[config.mk]
export PLATFORM = sky130hd
export DESIGN_NAME = joystick_calibrate_normalize_flat
export DESIGN_NICKNAME = d
export VERILOG_FILES = /design/src/hdl/jcn_pkg.sv /design/src/hdl/jcn_req_if.sv /design/src/hdl/jcn_rsp_if.sv /design/src/hdl/jcn_div.sv /design/src/hdl/jcn_calib.sv /design/src/hdl/joystick_calibrate_normalize.sv /design/src/flat_wrapper.sv
export SDC_FILE = /design/constraint.sdc
export NUM_CORES = 1
export LEC_CHECK = 0
export BUFFER_PORTS_ARGS = -buffer_cell sky130_fd_sc_hd__clkbuf_2
export CORE_AREA = 5 5 201 203
export DETAILED_ROUTE_END_ITERATION = 6
export DIE_AREA = 0 0 206 208
export PLACE_DENSITY = 0.74
export SKIP_LAST_GASP = 1
export SYNTH_ARGS = -nofsm -noshare
export SYNTH_HDL_FRONTEND = slang
export SYNTH_HIERARCHICAL = 1
export SYNTH_SLANG_ARGS = --single-unit
export TNS_END_PERCENT = 20
[constraint.sdc]
create_clock -name clock -period 9.7 [get_ports clock]
set_clock_uncertainty 0.2 [all_clocks]
set_input_delay 0.485 -clock clock [delete_from_list [all_inputs] [get_ports clock]]
set_output_delay 0.485 -clock clock [all_outputs]
set_load 0.01 [all_outputs]
[src/hdl/jcn_pkg.sv]
`timescale 1ns / 1ps
`default_nettype none
// ---------------------------------------------------------------------------
// jcn_pkg
// Shared types and constants of the joystick calibrate/normalize block.
// ---------------------------------------------------------------------------
package jcn_pkg;

   typedef enum logic [3:0] {
      PH_DZ_FIRST = 4'd0,
      PH_DZ_TRACK = 4'd1,
      PH_DROP     = 4'd2,
      PH_WAIT_CTR = 4'd3,
      PH_CAP_CTR  = 4'd4,
      PH_WAIT_MIN = 4'd5,
      PH_CAP_MIN  = 4'd6,
      PH_WAIT_MAX = 4'd7,
      PH_CAP_MAX  = 4'd8,
      PH_RUN      = 4'd9
   } phase_type;

   typedef enum logic [2:0] {
      ST_IDLE,
      ST_SUB,
      ST_CHK,
      ST_DIV,
      ST_DONE
   } state_type;

   typedef struct packed {
      logic busy;
      logic done;
   } div_stat_type;

   localparam int DEAD_LO_INIT  = 1000;
   localparam int DEAD_HI_INIT  = -1000;
   localparam int DEAD_MIN_BITS = 11;

endpackage
`default_nettype wire

[src/hdl/jcn_req_if.sv]
`timescale 1ns / 1ps
`default_nettype none
// ---------------------------------------------------------------------------
// jcn_req_if
// Sample channel: raw X/Y reading and button bits.
// ---------------------------------------------------------------------------
interface jcn_req_if #(
   parameter int SAMPLE_BITS = 16
);
   logic                          valid;
   logic                          ready;
   logic signed [SAMPLE_BITS-1:0] sample_x;
   logic signed [SAMPLE_BITS-1:0] sample_y;
   logic [1:0]                    button_bits;

   modport source (output valid, sample_x, sample_y, button_bits, input ready);
   modport sink   (input valid, sample_x, sample_y, button_bits, output ready);
endinterface
`default_nettype wire

[src/hdl/jcn_rsp_if.sv]
`timescale 1ns / 1ps
`default_nettype none
// ---------------------------------------------------------------------------
// jcn_rsp_if
// Result channel: normalized axes, buttons and calibration status.
// ---------------------------------------------------------------------------
interface jcn_rsp_if #(
   parameter int FRAC_BITS = 14
);
   logic                        valid;
   logic                        ready;
   logic signed [FRAC_BITS+1:0] x_axis;
   logic signed [FRAC_BITS+1:0] y_axis;
   logic                        button_one;
   logic                        button_two;
   logic                        calibrated;
   logic [3:0]                  calib_phase;

   modport source (output valid, x_axis, y_axis, button_one, button_two, calibrated,
                   calib_phase, input ready);
   modport sink   (input valid, x_axis, y_axis, button_one, button_two, calibrated,
                   calib_phase, output ready);
endinterface
`default_nettype wire

[src/hdl/jcn_div.sv]
`timescale 1ns / 1ps
`default_nettype none
// ---------------------------------------------------------------------------
// jcn_div
// Bit-serial restoring divider, one quotient bit per cycle.
// ---------------------------------------------------------------------------
module jcn_div #(
   parameter int DW = 16,
   parameter int QW = 16
) (
   input  logic                 clock,
   input  logic                 reset,
   input  logic                 start,
   input  logic [DW-1:0]        dividend,
   input  logic [DW-1:0]        divisor,
   output jcn_pkg::div_stat_type stat,
   output logic [QW-1:0]        quot
);
   localparam int CW = $clog2(QW + 1);

   logic [DW-1:0] rem_ff, rem_in;
   logic [DW-1:0] dvs_ff, dvs_in;
   logic [QW-1:0] quot_ff, quot_in;
   logic [CW-1:0] cnt_ff, cnt_in;
   logic          busy_ff, busy_in;
   logic          done_ff, done_in;
   logic [DW:0]   rem2;
   logic [DW:0]   diff;
   logic          ge;

   always_ff @(posedge clock) begin
      if (reset) begin
         cnt_ff  <= '0;
         busy_ff <= 1'b0;
         done_ff <= 1'b0;
      end else begin
         cnt_ff  <= cnt_in;
         busy_ff <= busy_in;
         done_ff <= done_in;
      end
      rem_ff  <= rem_in;
      dvs_ff  <= dvs_in;
      quot_ff <= quot_in;
   end

   always_comb begin
      rem2    = {rem_ff, 1'b0};
      diff    = rem2 - {1'b0, dvs_ff};
      ge      = rem2 >= {1'b0, dvs_ff};
      rem_in  = rem_ff;
      dvs_in  = dvs_ff;
      quot_in = quot_ff;
      cnt_in  = cnt_ff;
      busy_in = busy_ff;
      done_in = 1'b0;
      if (start) begin
         rem_in  = dividend;
         dvs_in  = divisor;
         quot_in = '0;
         cnt_in  = CW'(QW);
         busy_in = 1'b1;
      end else if (busy_ff) begin
         rem_in  = ge ? diff[DW-1:0] : rem2[DW-1:0];
         quot_in = {quot_ff[QW-2:0], ge};
         cnt_in  = cnt_ff - CW'(1);
         if (cnt_ff == CW'(1)) begin
            busy_in = 1'b0;
            done_in = 1'b1;
         end
      end
   end

   assign stat.busy = busy_ff;
   assign stat.done = done_ff;
   assign quot      = quot_ff;

endmodule
`default_nettype wire

[src/hdl/jcn_calib.sv]
`timescale 1ns / 1ps
`default_nettype none
// ---------------------------------------------------------------------------
// jcn_calib
// Calibration sequencer: phase, dead zone tracking, range capture.
// ---------------------------------------------------------------------------
module jcn_calib #(
   parameter int SAMPLE_BITS = 16,
   parameter int DZW         = 16
) (
   input  logic                          clock,
   input  logic                          reset,
   input  logic                          load,
   input  logic signed [SAMPLE_BITS-1:0] sample_x,
   input  logic signed [SAMPLE_BITS-1:0] sample_y,
   input  logic                          pressed,
   output jcn_pkg::phase_type            phase,
   output logic signed [DZW-1:0]         dead_lo [2],
   output logic signed [DZW-1:0]         dead_hi [2],
   output logic signed [SAMPLE_BITS-1:0] range_lo [2],
   output logic signed [SAMPLE_BITS-1:0] range_hi [2]
);
   jcn_pkg::phase_type            phase_ff, phase_in;
   logic signed [DZW-1:0]         dlo_ff [2], dlo_in [2];
   logic signed [DZW-1:0]         dhi_ff [2], dhi_in [2];
   logic signed [SAMPLE_BITS-1:0] rlo_ff [2], rlo_in [2];
   logic signed [SAMPLE_BITS-1:0] rhi_ff [2], rhi_in [2];
   logic signed [SAMPLE_BITS-1:0] smp [2];
   logic signed [DZW-1:0]         smp_w [2];

   // center capture has no effect on the mapping; that sample is only consumed
   assign smp[0]   = sample_x;
   assign smp[1]   = sample_y;
   assign smp_w[0] = DZW'(sample_x);
   assign smp_w[1] = DZW'(sample_y);

   always_ff @(posedge clock) begin
      if (reset) begin
         phase_ff <= jcn_pkg::PH_DZ_FIRST;
         for (int a = 0; a < 2; a++) begin
            dlo_ff[a] <= DZW'(jcn_pkg::DEAD_LO_INIT);
            dhi_ff[a] <= DZW'(jcn_pkg::DEAD_HI_INIT);
            rlo_ff[a] <= '0;
            rhi_ff[a] <= '0;
         end
      end else begin
         phase_ff <= phase_in;
         for (int a = 0; a < 2; a++) begin
            dlo_ff[a] <= dlo_in[a];
            dhi_ff[a] <= dhi_in[a];
            rlo_ff[a] <= rlo_in[a];
            rhi_ff[a] <= rhi_in[a];
         end
      end
   end

   always_comb begin
      phase_in = phase_ff;
      for (int a = 0; a < 2; a++) begin
         dlo_in[a] = dlo_ff[a];
         dhi_in[a] = dhi_ff[a];
         rlo_in[a] = rlo_ff[a];
         rhi_in[a] = rhi_ff[a];
      end
      if (load) begin
         case (phase_ff)
            jcn_pkg::PH_DZ_FIRST: begin
               phase_in = pressed ? jcn_pkg::PH_DROP : jcn_pkg::PH_DZ_TRACK;
            end
            jcn_pkg::PH_DZ_TRACK: begin
               for (int a = 0; a < 2; a++) begin
                  if (smp_w[a] > dhi_ff[a]) dhi_in[a] = smp_w[a];
                  if (smp_w[a] < dlo_ff[a]) dlo_in[a] = smp_w[a];
               end
               if (pressed) phase_in = jcn_pkg::PH_DROP;
            end
            jcn_pkg::PH_DROP: begin
               phase_in = jcn_pkg::PH_WAIT_CTR;
            end
            jcn_pkg::PH_WAIT_CTR: begin
               if (pressed) phase_in = jcn_pkg::PH_CAP_CTR;
            end
            jcn_pkg::PH_CAP_CTR: begin
               phase_in = jcn_pkg::PH_WAIT_MIN;
            end
            jcn_pkg::PH_WAIT_MIN: begin
               if (pressed) phase_in = jcn_pkg::PH_CAP_MIN;
            end
            jcn_pkg::PH_CAP_MIN: begin
               for (int a = 0; a < 2; a++) rlo_in[a] = smp[a];
               phase_in = jcn_pkg::PH_WAIT_MAX;
            end
            jcn_pkg::PH_WAIT_MAX: begin
               if (pressed) phase_in = jcn_pkg::PH_CAP_MAX;
            end
            jcn_pkg::PH_CAP_MAX: begin
               for (int a = 0; a < 2; a++) rhi_in[a] = smp[a];
               phase_in = jcn_pkg::PH_RUN;
            end
            default: begin
               phase_in = jcn_pkg::PH_RUN;
            end
         endcase
      end
   end

   assign phase = phase_ff;
   always_comb begin
      for (int a = 0; a < 2; a++) begin
         dead_lo[a]  = dlo_ff[a];
         dead_hi[a]  = dhi_ff[a];
         range_lo[a] = rlo_ff[a];
         range_hi[a] = rhi_ff[a];
      end
   end

endmodule
`default_nettype wire

[src/hdl/joystick_calibrate_normalize.sv]
`timescale 1ns / 1ps
`default_nettype none
// ---------------------------------------------------------------------------
// joystick_calibrate_normalize
// Joystick calibration sequence and Q1.FRAC_BITS axis normalization.
//
//   channel   dir  payload
//   req_bus   in   sample_x, sample_y, button_bits
//   rsp_bus   out  x_axis, y_axis, button_one, button_two, calibrated, calib_phase
//
// One item at a time. Before calibration ends an item goes from ST_IDLE straight
// to ST_DONE. Running: each axis passes ST_SUB, ST_CHK and, unless the result is
// clamped, ST_DIV, where the bit-serial divider (shared by X and Y) runs.
// Synchronous reset restarts calibration. A held result keeps the next item
// in ST_DONE; the next sample is taken while a result waits.
// ---------------------------------------------------------------------------
module joystick_calibrate_normalize #(
   parameter int SAMPLE_BITS = 16,
   parameter int FRAC_BITS   = 14
) (
   input  logic      clock,
   input  logic      reset,
   jcn_req_if.sink   req_bus,
   jcn_rsp_if.source rsp_bus
);
   localparam int OW  = FRAC_BITS + 2;
   localparam int RW  = SAMPLE_BITS + 1;
   localparam int DZW = (SAMPLE_BITS > jcn_pkg::DEAD_MIN_BITS) ? SAMPLE_BITS
                                                                : jcn_pkg::DEAD_MIN_BITS;
   localparam logic signed [OW-1:0] ONE_Q = OW'(1) << FRAC_BITS;

   jcn_pkg::state_type            state_ff, state_in;
   logic signed [SAMPLE_BITS-1:0] smp_ff [2], smp_in [2];
   logic [1:0]                    btn_ff, btn_in;
   logic                          run_ff, run_in;
   logic                          axis_ff, axis_in;
   logic signed [RW-1:0]          d_ff, d_in;
   logic signed [RW-1:0]          rng_ff, rng_in;
   logic                          dz_ff, dz_in;
   logic signed [OW-1:0]          res_ff [2], res_in [2];

   logic                          ovld_ff, ovld_in;
   logic signed [OW-1:0]          ox_ff, ox_in, oy_ff, oy_in;
   logic [1:0]                    obtn_ff, obtn_in;
   logic [3:0]                    oph_ff, oph_in;
   logic                          ocal_ff, ocal_in;

   logic                          accept;
   logic                          adv;
   logic                          div_start;
   jcn_pkg::div_stat_type         div_stat;
   logic [OW-1:0]                 quot;
   logic [OW:0]                   qp;

   jcn_pkg::phase_type            phase;
   logic signed [DZW-1:0]         dead_lo [2];
   logic signed [DZW-1:0]         dead_hi [2];
   logic signed [SAMPLE_BITS-1:0] range_lo [2];
   logic signed [SAMPLE_BITS-1:0] range_hi [2];

   assign req_bus.ready = (state_ff == jcn_pkg::ST_IDLE);
   assign accept        = req_bus.valid && req_bus.ready;

   jcn_calib #(
      .SAMPLE_BITS (SAMPLE_BITS),
      .DZW         (DZW)
   ) u_calib (
      .clock    (clock),
      .reset    (reset),
      .load     (accept),
      .sample_x (req_bus.sample_x),
      .sample_y (req_bus.sample_y),
      .pressed  (req_bus.button_bits != 2'b00),
      .phase    (phase),
      .dead_lo  (dead_lo),
      .dead_hi  (dead_hi),
      .range_lo (range_lo),
      .range_hi (range_hi)
   );

   jcn_div #(
      .DW (SAMPLE_BITS),
      .QW (OW)
   ) u_div (
      .clock    (clock),
      .reset    (reset),
      .start    (div_start),
      .dividend (d_ff[SAMPLE_BITS-1:0]),
      .divisor  (rng_ff[SAMPLE_BITS-1:0]),
      .stat     (div_stat),
      .quot     (quot)
   );

   always_ff @(posedge clock) begin
      if (reset) begin
         state_ff <= jcn_pkg::ST_IDLE;
         ovld_ff  <= 1'b0;
      end else begin
         state_ff <= state_in;
         ovld_ff  <= ovld_in;
      end
      smp_ff[0] <= smp_in[0];
      smp_ff[1] <= smp_in[1];
      res_ff[0] <= res_in[0];
      res_ff[1] <= res_in[1];
      btn_ff    <= btn_in;
      run_ff    <= run_in;
      axis_ff   <= axis_in;
      d_ff      <= d_in;
      rng_ff    <= rng_in;
      dz_ff     <= dz_in;
      ox_ff     <= ox_in;
      oy_ff     <= oy_in;
      obtn_ff   <= obtn_in;
      oph_ff    <= oph_in;
      ocal_ff   <= ocal_in;
   end

   assign qp = {1'b0, quot} + (OW+1)'(1);

   always_comb begin
      state_in  = state_ff;
      smp_in[0] = smp_ff[0];
      smp_in[1] = smp_ff[1];
      res_in[0] = res_ff[0];
      res_in[1] = res_ff[1];
      btn_in    = btn_ff;
      run_in    = run_ff;
      axis_in   = axis_ff;
      d_in      = d_ff;
      rng_in    = rng_ff;
      dz_in     = dz_ff;
      ovld_in   = ovld_ff && !rsp_bus.ready;
      ox_in     = ox_ff;
      oy_in     = oy_ff;
      obtn_in   = obtn_ff;
      oph_in    = oph_ff;
      ocal_in   = ocal_ff;
      adv       = 1'b0;
      div_start = 1'b0;
      case (state_ff)
         jcn_pkg::ST_IDLE: begin
            if (accept) begin
               smp_in[0] = req_bus.sample_x;
               smp_in[1] = req_bus.sample_y;
               btn_in    = req_bus.button_bits;
               run_in    = (phase == jcn_pkg::PH_RUN);
               axis_in   = 1'b0;
               res_in[0] = '0;
               res_in[1] = '0;
               state_in  = (phase == jcn_pkg::PH_RUN) ? jcn_pkg::ST_SUB : jcn_pkg::ST_DONE;
            end
         end
         jcn_pkg::ST_SUB: begin
            d_in     = RW'(smp_ff[axis_ff]) - RW'(range_lo[axis_ff]);
            rng_in   = RW'(range_hi[axis_ff]) - RW'(range_lo[axis_ff]);
            dz_in    = (DZW'(smp_ff[axis_ff]) >= dead_lo[axis_ff]) &&
                       (DZW'(smp_ff[axis_ff]) <= dead_hi[axis_ff]);
            state_in = jcn_pkg::ST_CHK;
         end
         jcn_pkg::ST_CHK: begin
            if (dz_ff || rng_ff[RW-1] || (rng_ff == '0)) begin
               res_in[axis_ff] = '0;
               adv             = 1'b1;
            end else if (d_ff[RW-1] || (d_ff == '0)) begin
               res_in[axis_ff] = -ONE_Q;
               adv             = 1'b1;
            end else if (d_ff >= rng_ff) begin
               res_in[axis_ff] = ONE_Q;
               adv             = 1'b1;
            end else begin
               div_start = 1'b1;
               state_in  = jcn_pkg::ST_DIV;
            end
         end
         jcn_pkg::ST_DIV: begin
            if (div_stat.done) begin
               // round half up: (q + 1) / 2, then shift to signed
               res_in[axis_ff] = $signed(qp[OW:1]) - ONE_Q;
               adv             = 1'b1;
            end
         end
         jcn_pkg::ST_DONE: begin
            if (!ovld_ff || rsp_bus.ready) begin
               ovld_in  = 1'b1;
               ox_in    = res_ff[0];
               oy_in    = res_ff[1];
               obtn_in  = btn_ff;
               oph_in   = 4'(phase);
               ocal_in  = (phase == jcn_pkg::PH_RUN);
               state_in = jcn_pkg::ST_IDLE;
            end
         end
         default: begin
            state_in = jcn_pkg::ST_IDLE;
         end
      endcase
      if (adv) begin
         if (!axis_ff) begin
            axis_in  = 1'b1;
            state_in = jcn_pkg::ST_SUB;
         end else begin
            state_in = jcn_pkg::ST_DONE;
         end
      end
   end

   assign rsp_bus.valid       = ovld_ff;
   assign rsp_bus.x_axis      = ox_ff;
   assign rsp_bus.y_axis      = oy_ff;
   assign rsp_bus.button_one  = obtn_ff[0];
   assign rsp_bus.button_two  = obtn_ff[1];
   assign rsp_bus.calibrated  = ocal_ff;
   assign rsp_bus.calib_phase = oph_ff;

   // run_ff marks items taken in the running phase; only those reach the divider
   a_div_only_running: assert property (@(posedge clock) disable iff (reset)
      div_start |-> (run_ff && !div_stat.busy))
      else $error("divider started outside a running item or while busy");

   a_div_done_state: assert property (@(posedge clock) disable iff (reset)
      div_stat.done |-> (state_ff == jcn_pkg::ST_DIV))
      else $error("divider finished outside the divide state");

   a_out_range: assert property (@(posedge clock) disable iff (reset)
      rsp_bus.valid |-> ((ox_ff <= ONE_Q) && (ox_ff >= -ONE_Q) &&
                         (oy_ff <= ONE_Q) && (oy_ff >= -ONE_Q)))
      else $error("normalized axis out of range");

   a_accept_busy: assert property (@(posedge clock) disable iff (reset)
      accept |=> (state_ff != jcn_pkg::ST_IDLE))
      else $error("accepted item did not start work");

endmodule
`default_nettype wire
[src/flat_wrapper.sv]
// flat-port wrapper written by rule: the top's interface ports become plain ports
module joystick_calibrate_normalize_flat 
#(
   parameter int SAMPLE_BITS = 16,
   parameter int FRAC_BITS   = 14
)
  (clock, reset, req_bus_valid, req_bus_sample_x, req_bus_sample_y, req_bus_button_bits, req_bus_ready, rsp_bus_valid, rsp_bus_x_axis, rsp_bus_y_axis, rsp_bus_button_one, rsp_bus_button_two, rsp_bus_calibrated, rsp_bus_calib_phase, rsp_bus_ready);
  jcn_req_if #(.SAMPLE_BITS(SAMPLE_BITS)) req_bus_i ();
  jcn_rsp_if #(.FRAC_BITS(FRAC_BITS)) rsp_bus_i ();
  input  logic clock;
  input  logic reset;
  input wire logic [$bits(req_bus_i.valid)-1:0] req_bus_valid;
  input wire logic [$bits(req_bus_i.sample_x)-1:0] req_bus_sample_x;
  input wire logic [$bits(req_bus_i.sample_y)-1:0] req_bus_sample_y;
  input wire logic [$bits(req_bus_i.button_bits)-1:0] req_bus_button_bits;
  output wire logic [$bits(req_bus_i.ready)-1:0] req_bus_ready;
  output wire logic [$bits(rsp_bus_i.valid)-1:0] rsp_bus_valid;
  output wire logic [$bits(rsp_bus_i.x_axis)-1:0] rsp_bus_x_axis;
  output wire logic [$bits(rsp_bus_i.y_axis)-1:0] rsp_bus_y_axis;
  output wire logic [$bits(rsp_bus_i.button_one)-1:0] rsp_bus_button_one;
  output wire logic [$bits(rsp_bus_i.button_two)-1:0] rsp_bus_button_two;
  output wire logic [$bits(rsp_bus_i.calibrated)-1:0] rsp_bus_calibrated;
  output wire logic [$bits(rsp_bus_i.calib_phase)-1:0] rsp_bus_calib_phase;
  input wire logic [$bits(rsp_bus_i.ready)-1:0] rsp_bus_ready;
  assign req_bus_i.valid = req_bus_valid;
  assign req_bus_i.sample_x = req_bus_sample_x;
  assign req_bus_i.sample_y = req_bus_sample_y;
  assign req_bus_i.button_bits = req_bus_button_bits;
  assign req_bus_ready = req_bus_i.ready;
  assign rsp_bus_valid = rsp_bus_i.valid;
  assign rsp_bus_x_axis = rsp_bus_i.x_axis;
  assign rsp_bus_y_axis = rsp_bus_i.y_axis;
  assign rsp_bus_button_one = rsp_bus_i.button_one;
  assign rsp_bus_button_two = rsp_bus_i.button_two;
  assign rsp_bus_calibrated = rsp_bus_i.calibrated;
  assign rsp_bus_calib_phase = rsp_bus_i.calib_phase;
  assign rsp_bus_i.ready = rsp_bus_ready;
  joystick_calibrate_normalize #(.SAMPLE_BITS(SAMPLE_BITS), .FRAC_BITS(FRAC_BITS)) u_core (.clock(clock), .reset(reset), .req_bus(req_bus_i), .rsp_bus(rsp_bus_i));
endmodule
==> metrics.txt <==
# TYPE chip_impl_metric gauge
chip_impl_info{name="status",value="completed"} 1
chip_impl_info{name="crit_path_start_kind",value="flip-flop"} 1
chip_impl_metric{name="cts_inserted_buffers",unit=""} 36
chip_impl_metric{name="grt_antenna_before_repair",unit=""} 0
chip_impl_metric{name="ios",unit=""} 79
chip_impl_metric{name="die_w",unit="um"} 206
chip_impl_metric{name="vdd.ir_drop.worst",unit="mV"} 0.116
chip_impl_metric{name="rows",unit=""} 72
chip_impl_metric{name="netlist_area",unit="um^2"} 18500
chip_impl_info{name="cts_root_buf",value="clkbuf_16"} 1
chip_impl_metric{name="cts.hold.buffers_added",unit=""} 2
chip_impl_info{name="hold_class",value="input pin to flip-flop"} 1
chip_impl_metric{name="area_delta_synth_final",unit="%"} 10.4
chip_impl_metric{name="synthesis.nets",unit=""} 2055
chip_impl_metric{name="final_period_minus_worst_setup_slack",unit="ns"} 4.29
chip_impl_metric{name="cp_num_buf_inv",unit=""} 1
chip_impl_metric{name="floorplan.die_area",unit="um^2"} 42800
chip_impl_metric{name="insertedDiodeCount",unit=""} 0
chip_impl_info{name="critical_path.endpoint_type",value="flip-flop"} 1
chip_impl_metric{name="grt_overflow_total",unit=""} 0
chip_impl_metric{name="vias_per_cell",unit=""} 5.64
chip_impl_metric{name="wl_per_cell",unit="um"} 18.0
chip_impl_metric{name="global_route_wire_length_before_repair",unit="mm"} 70.6
chip_impl_metric{name="antenna_violating_nets_post_route",unit=""} 0
chip_impl_metric{name="cp_max_fo",unit=""} 65
chip_impl_metric{name="clockBufferDepth",unit=""} 3
chip_impl_info{name="cts_tree",value="done"} 1
chip_impl_info{name="worst-setup-path-type",value="flip-flop to flip-flop"} 1
chip_impl_metric{name="yosys_warnings",unit=""} 6
chip_impl_metric{name="r2r_setup_slack",unit="ns"} 5.41
chip_impl_metric{name="grt_max_degree",unit=""} 105
chip_impl_metric{name="grt_use_total",unit="%"} 20.2
chip_impl_metric{name="drt-total-wl",unit="mm"} 44.0
chip_impl_metric{name="postSynthAreaPerCell",unit="um^2"} 9.97
chip_impl_metric{name="crit_arrival",unit="ns"} 4.45
chip_impl_metric{name="number_of_drc_violations_after_detailed_routing_iteration_0",unit=""} 1001
chip_impl_metric{name="drive_above_1_share",unit="%"} 10.8
chip_impl_metric{name="metal3_wl",unit="mm"} 1.99
chip_impl_metric{name="drcViolationCount",unit=""} 0
chip_impl_metric{name="gpl.final_weighted_congestion",unit=""} 0.956
chip_impl_metric{name="cts.sinks",unit=""} 332
chip_impl_metric{name="powerDensity",unit="nW/um^2"} 148
chip_impl_metric{name="totalNegativeSetupSlack",unit="ns"} 0
chip_impl_metric{name="max_stage_delay",unit="ns"} 0.83
chip_impl_metric{name="placeableCoreArea",unit="um^2"} 38300
chip_impl_metric{name="critical_path_required",unit="ns"} 9.87
chip_impl_metric{name="clk_transition_reported_paths",unit="ns"} 0.06
chip_impl_metric{name="wl_met2",unit="mm"} 21.7
chip_impl_metric{name="ctsResizeCount",unit=""} 0
chip_impl_metric{name="drt_pass1_iterations",unit=""} 5
chip_impl_metric{name="placed_area",unit="um^2"} 19300
chip_impl_metric{name="vias_in_the_first_global_route",unit=""} 13700
chip_impl_metric{name="syn_inst",unit=""} 1852
chip_impl_metric{name="count_of_maximum_capacitance_violations",unit=""} 0
chip_impl_metric{name="dpl.hpwl",unit="mm"} 32.4
chip_impl_info{name="highest-signal-layer",value="met4"} 1
chip_impl_metric{name="peak_clock_frequency_supported_by_timing",unit="MHz"} 233
chip_impl_metric{name="max_slew_margin",unit="%"} 13.8
chip_impl_info{name="grt_setup_unrepaired",value="no"} 1
chip_impl_metric{name="hold_fails_final_rpt",unit=""} 0
chip_impl_metric{name="final-setup-viol-count",unit=""} 0
chip_impl_info{name="worstPathCellList",value="buf_4 > mux2_2 > ha_1 > nand4_1 > a211oi_1 > a2111oi_0 > o21ai_0 > xor2_1 > a22oi_1"} 1
chip_impl_info{name="critPathSlowestCell",value="buf_4"} 1
chip_impl_metric{name="max_slew.worst_pin.slew",unit="ns"} 1.29
chip_impl_metric{name="nets",unit=""} 2107
chip_impl_metric{name="clk-insertion-delay-late",unit="ns"} 0.53
chip_impl_metric{name="cts_setup_buffers",unit=""} 0
chip_impl_metric{name="total_via_count_in_the_routed_design",unit=""} 13800
chip_impl_metric{name="place.port_buffers",unit=""} 78
chip_impl_metric{name="total_power",unit="W"} 0.00302
chip_impl_metric{name="cts_htree_levels",unit=""} 2
chip_impl_metric{name="fin_area",unit="um^2"} 20400
chip_impl_info{name="cp_top_family",value="compound AO/OA/AOI/OAI gates"} 1
chip_impl_metric{name="fillers",unit=""} 3316
chip_impl_metric{name="die_y",unit="um"} 208
chip_impl_metric{name="floorplan.initialDensity",unit="%"} 48.2
chip_impl_metric{name="timing.final.max_slew_violations",unit=""} 0
chip_impl_metric{name="power.leakage",unit="nW"} 7.76
chip_impl_metric{name="layout_worst_path_cycle_share",unit="%"} 44.2
chip_impl_metric{name="route.layer.met1.wl",unit="mm"} 19.1
[per-stage QoR]
stage	setup WS, ns	cells	hold WS [ns]	utilization, %
2_1_floorplan	5.50	1852	0.200	-
3_3_place_gp	5.51	2382	0.204	50.3
3_5_place_dp	5.50	2382	0.212	50.3
4_1_cts	5.47	2449	0.0551	53.2
5_1_grt	5.27	2449	0.0731	53.2
6_report	5.41	2449	0.0787	53.2
[state kept, by name, summed over array words and instances, names as in the netlist, 17 cells and up]
signal	count
u_core/res_ff	32
u_core/smp_ff	32
u_core/u_calib/dhi_ff	32
u_core/u_calib/dlo_ff	32
u_core/u_calib/rhi_ff	32
u_core/u_calib/rlo_ff	32
u_core/d_ff	17
u_core/rng_ff	17
[per-layer routing]
layer | up-vias | global-route usage (%)
li1 | 6744 | -
met1 | 6619 | 26.3
met2 | 369 | 34.8
met3 | 73 | 2.77
met4 | 0 | 6.29
met5 | - | 0
[where the power goes]
group / switching (W) / internal (W)
Clock: 0.000546 / 0.000745
Sequential: 0.0000166 / 0.00151
Combinational: 0.000130 / 0.0000769
Total: 0.000693 / 0.00233
[worst register-to-register path: stages (launching register included)]
cell	delay [ns]
dfxtp_4	0.62
buf_4	0.83
mux2_2	0.52
ha_1	0.36
nand4_1	0.18
a211oi_1	0.09
a2111oi_0	0.58
o21ai_0	0.34
xor2_1	0.22
a22oi_1	0.18
[layout make-up]
class	instances	area [um^2]	area share [%]
Clock buffer	54	998	4.90
Tap cell	518	648	3.18
Inverter	125	469	2.30
Sequential cell	332	8370	41.1
Multi-Input combinational cell	1321	9310	45.7
Timing Repair Buffer	88	473	2.32
Clock inverter	11	108	0.528
[final timing paths]
kind | startpoint | end | depth (start not counted)
min | req_bus_sample_y[13] | u_core/smp_ff[1][13]$_DFFE_PP_ | 1
max reg2reg | u_core/axis_ff$_DFF_P_ | u_core/dz_ff$_DFFE_PP_ | 9
min reg2reg | u_core/btn_ff[1]$_DFFE_PP_ | u_core/obtn_ff[1]$_DFFE_PP_ | 0
max | u_core/axis_ff$_DFF_P_ | u_core/dz_ff$_DFFE_PP_ | 9
[cell usage in the layout (no fill, tap or decap), types with 12 or more instances in the layout]
cell type,n
nand2b_1,56
nand4_1,30
dfxtp_1,159
a211oi_1,17
nor2_1,151
clkbuf_2,77
nor4_1,12
o21a_1,17
nor3_1,22
nand2_1,199
a21oi_1,146
xnor2_1,24
nand3_1,29
clkbuf_1,15
edfxtp_1,172
xor2_1,21
inv_1,125
nor2b_1,22
a21o_1,15
ha_1,162
o21ai_0,59
mux2_2,41
clkbuf_16,36
o21ai_1,19
mux2i_1,114
Power figures use the tool's default switching activity.
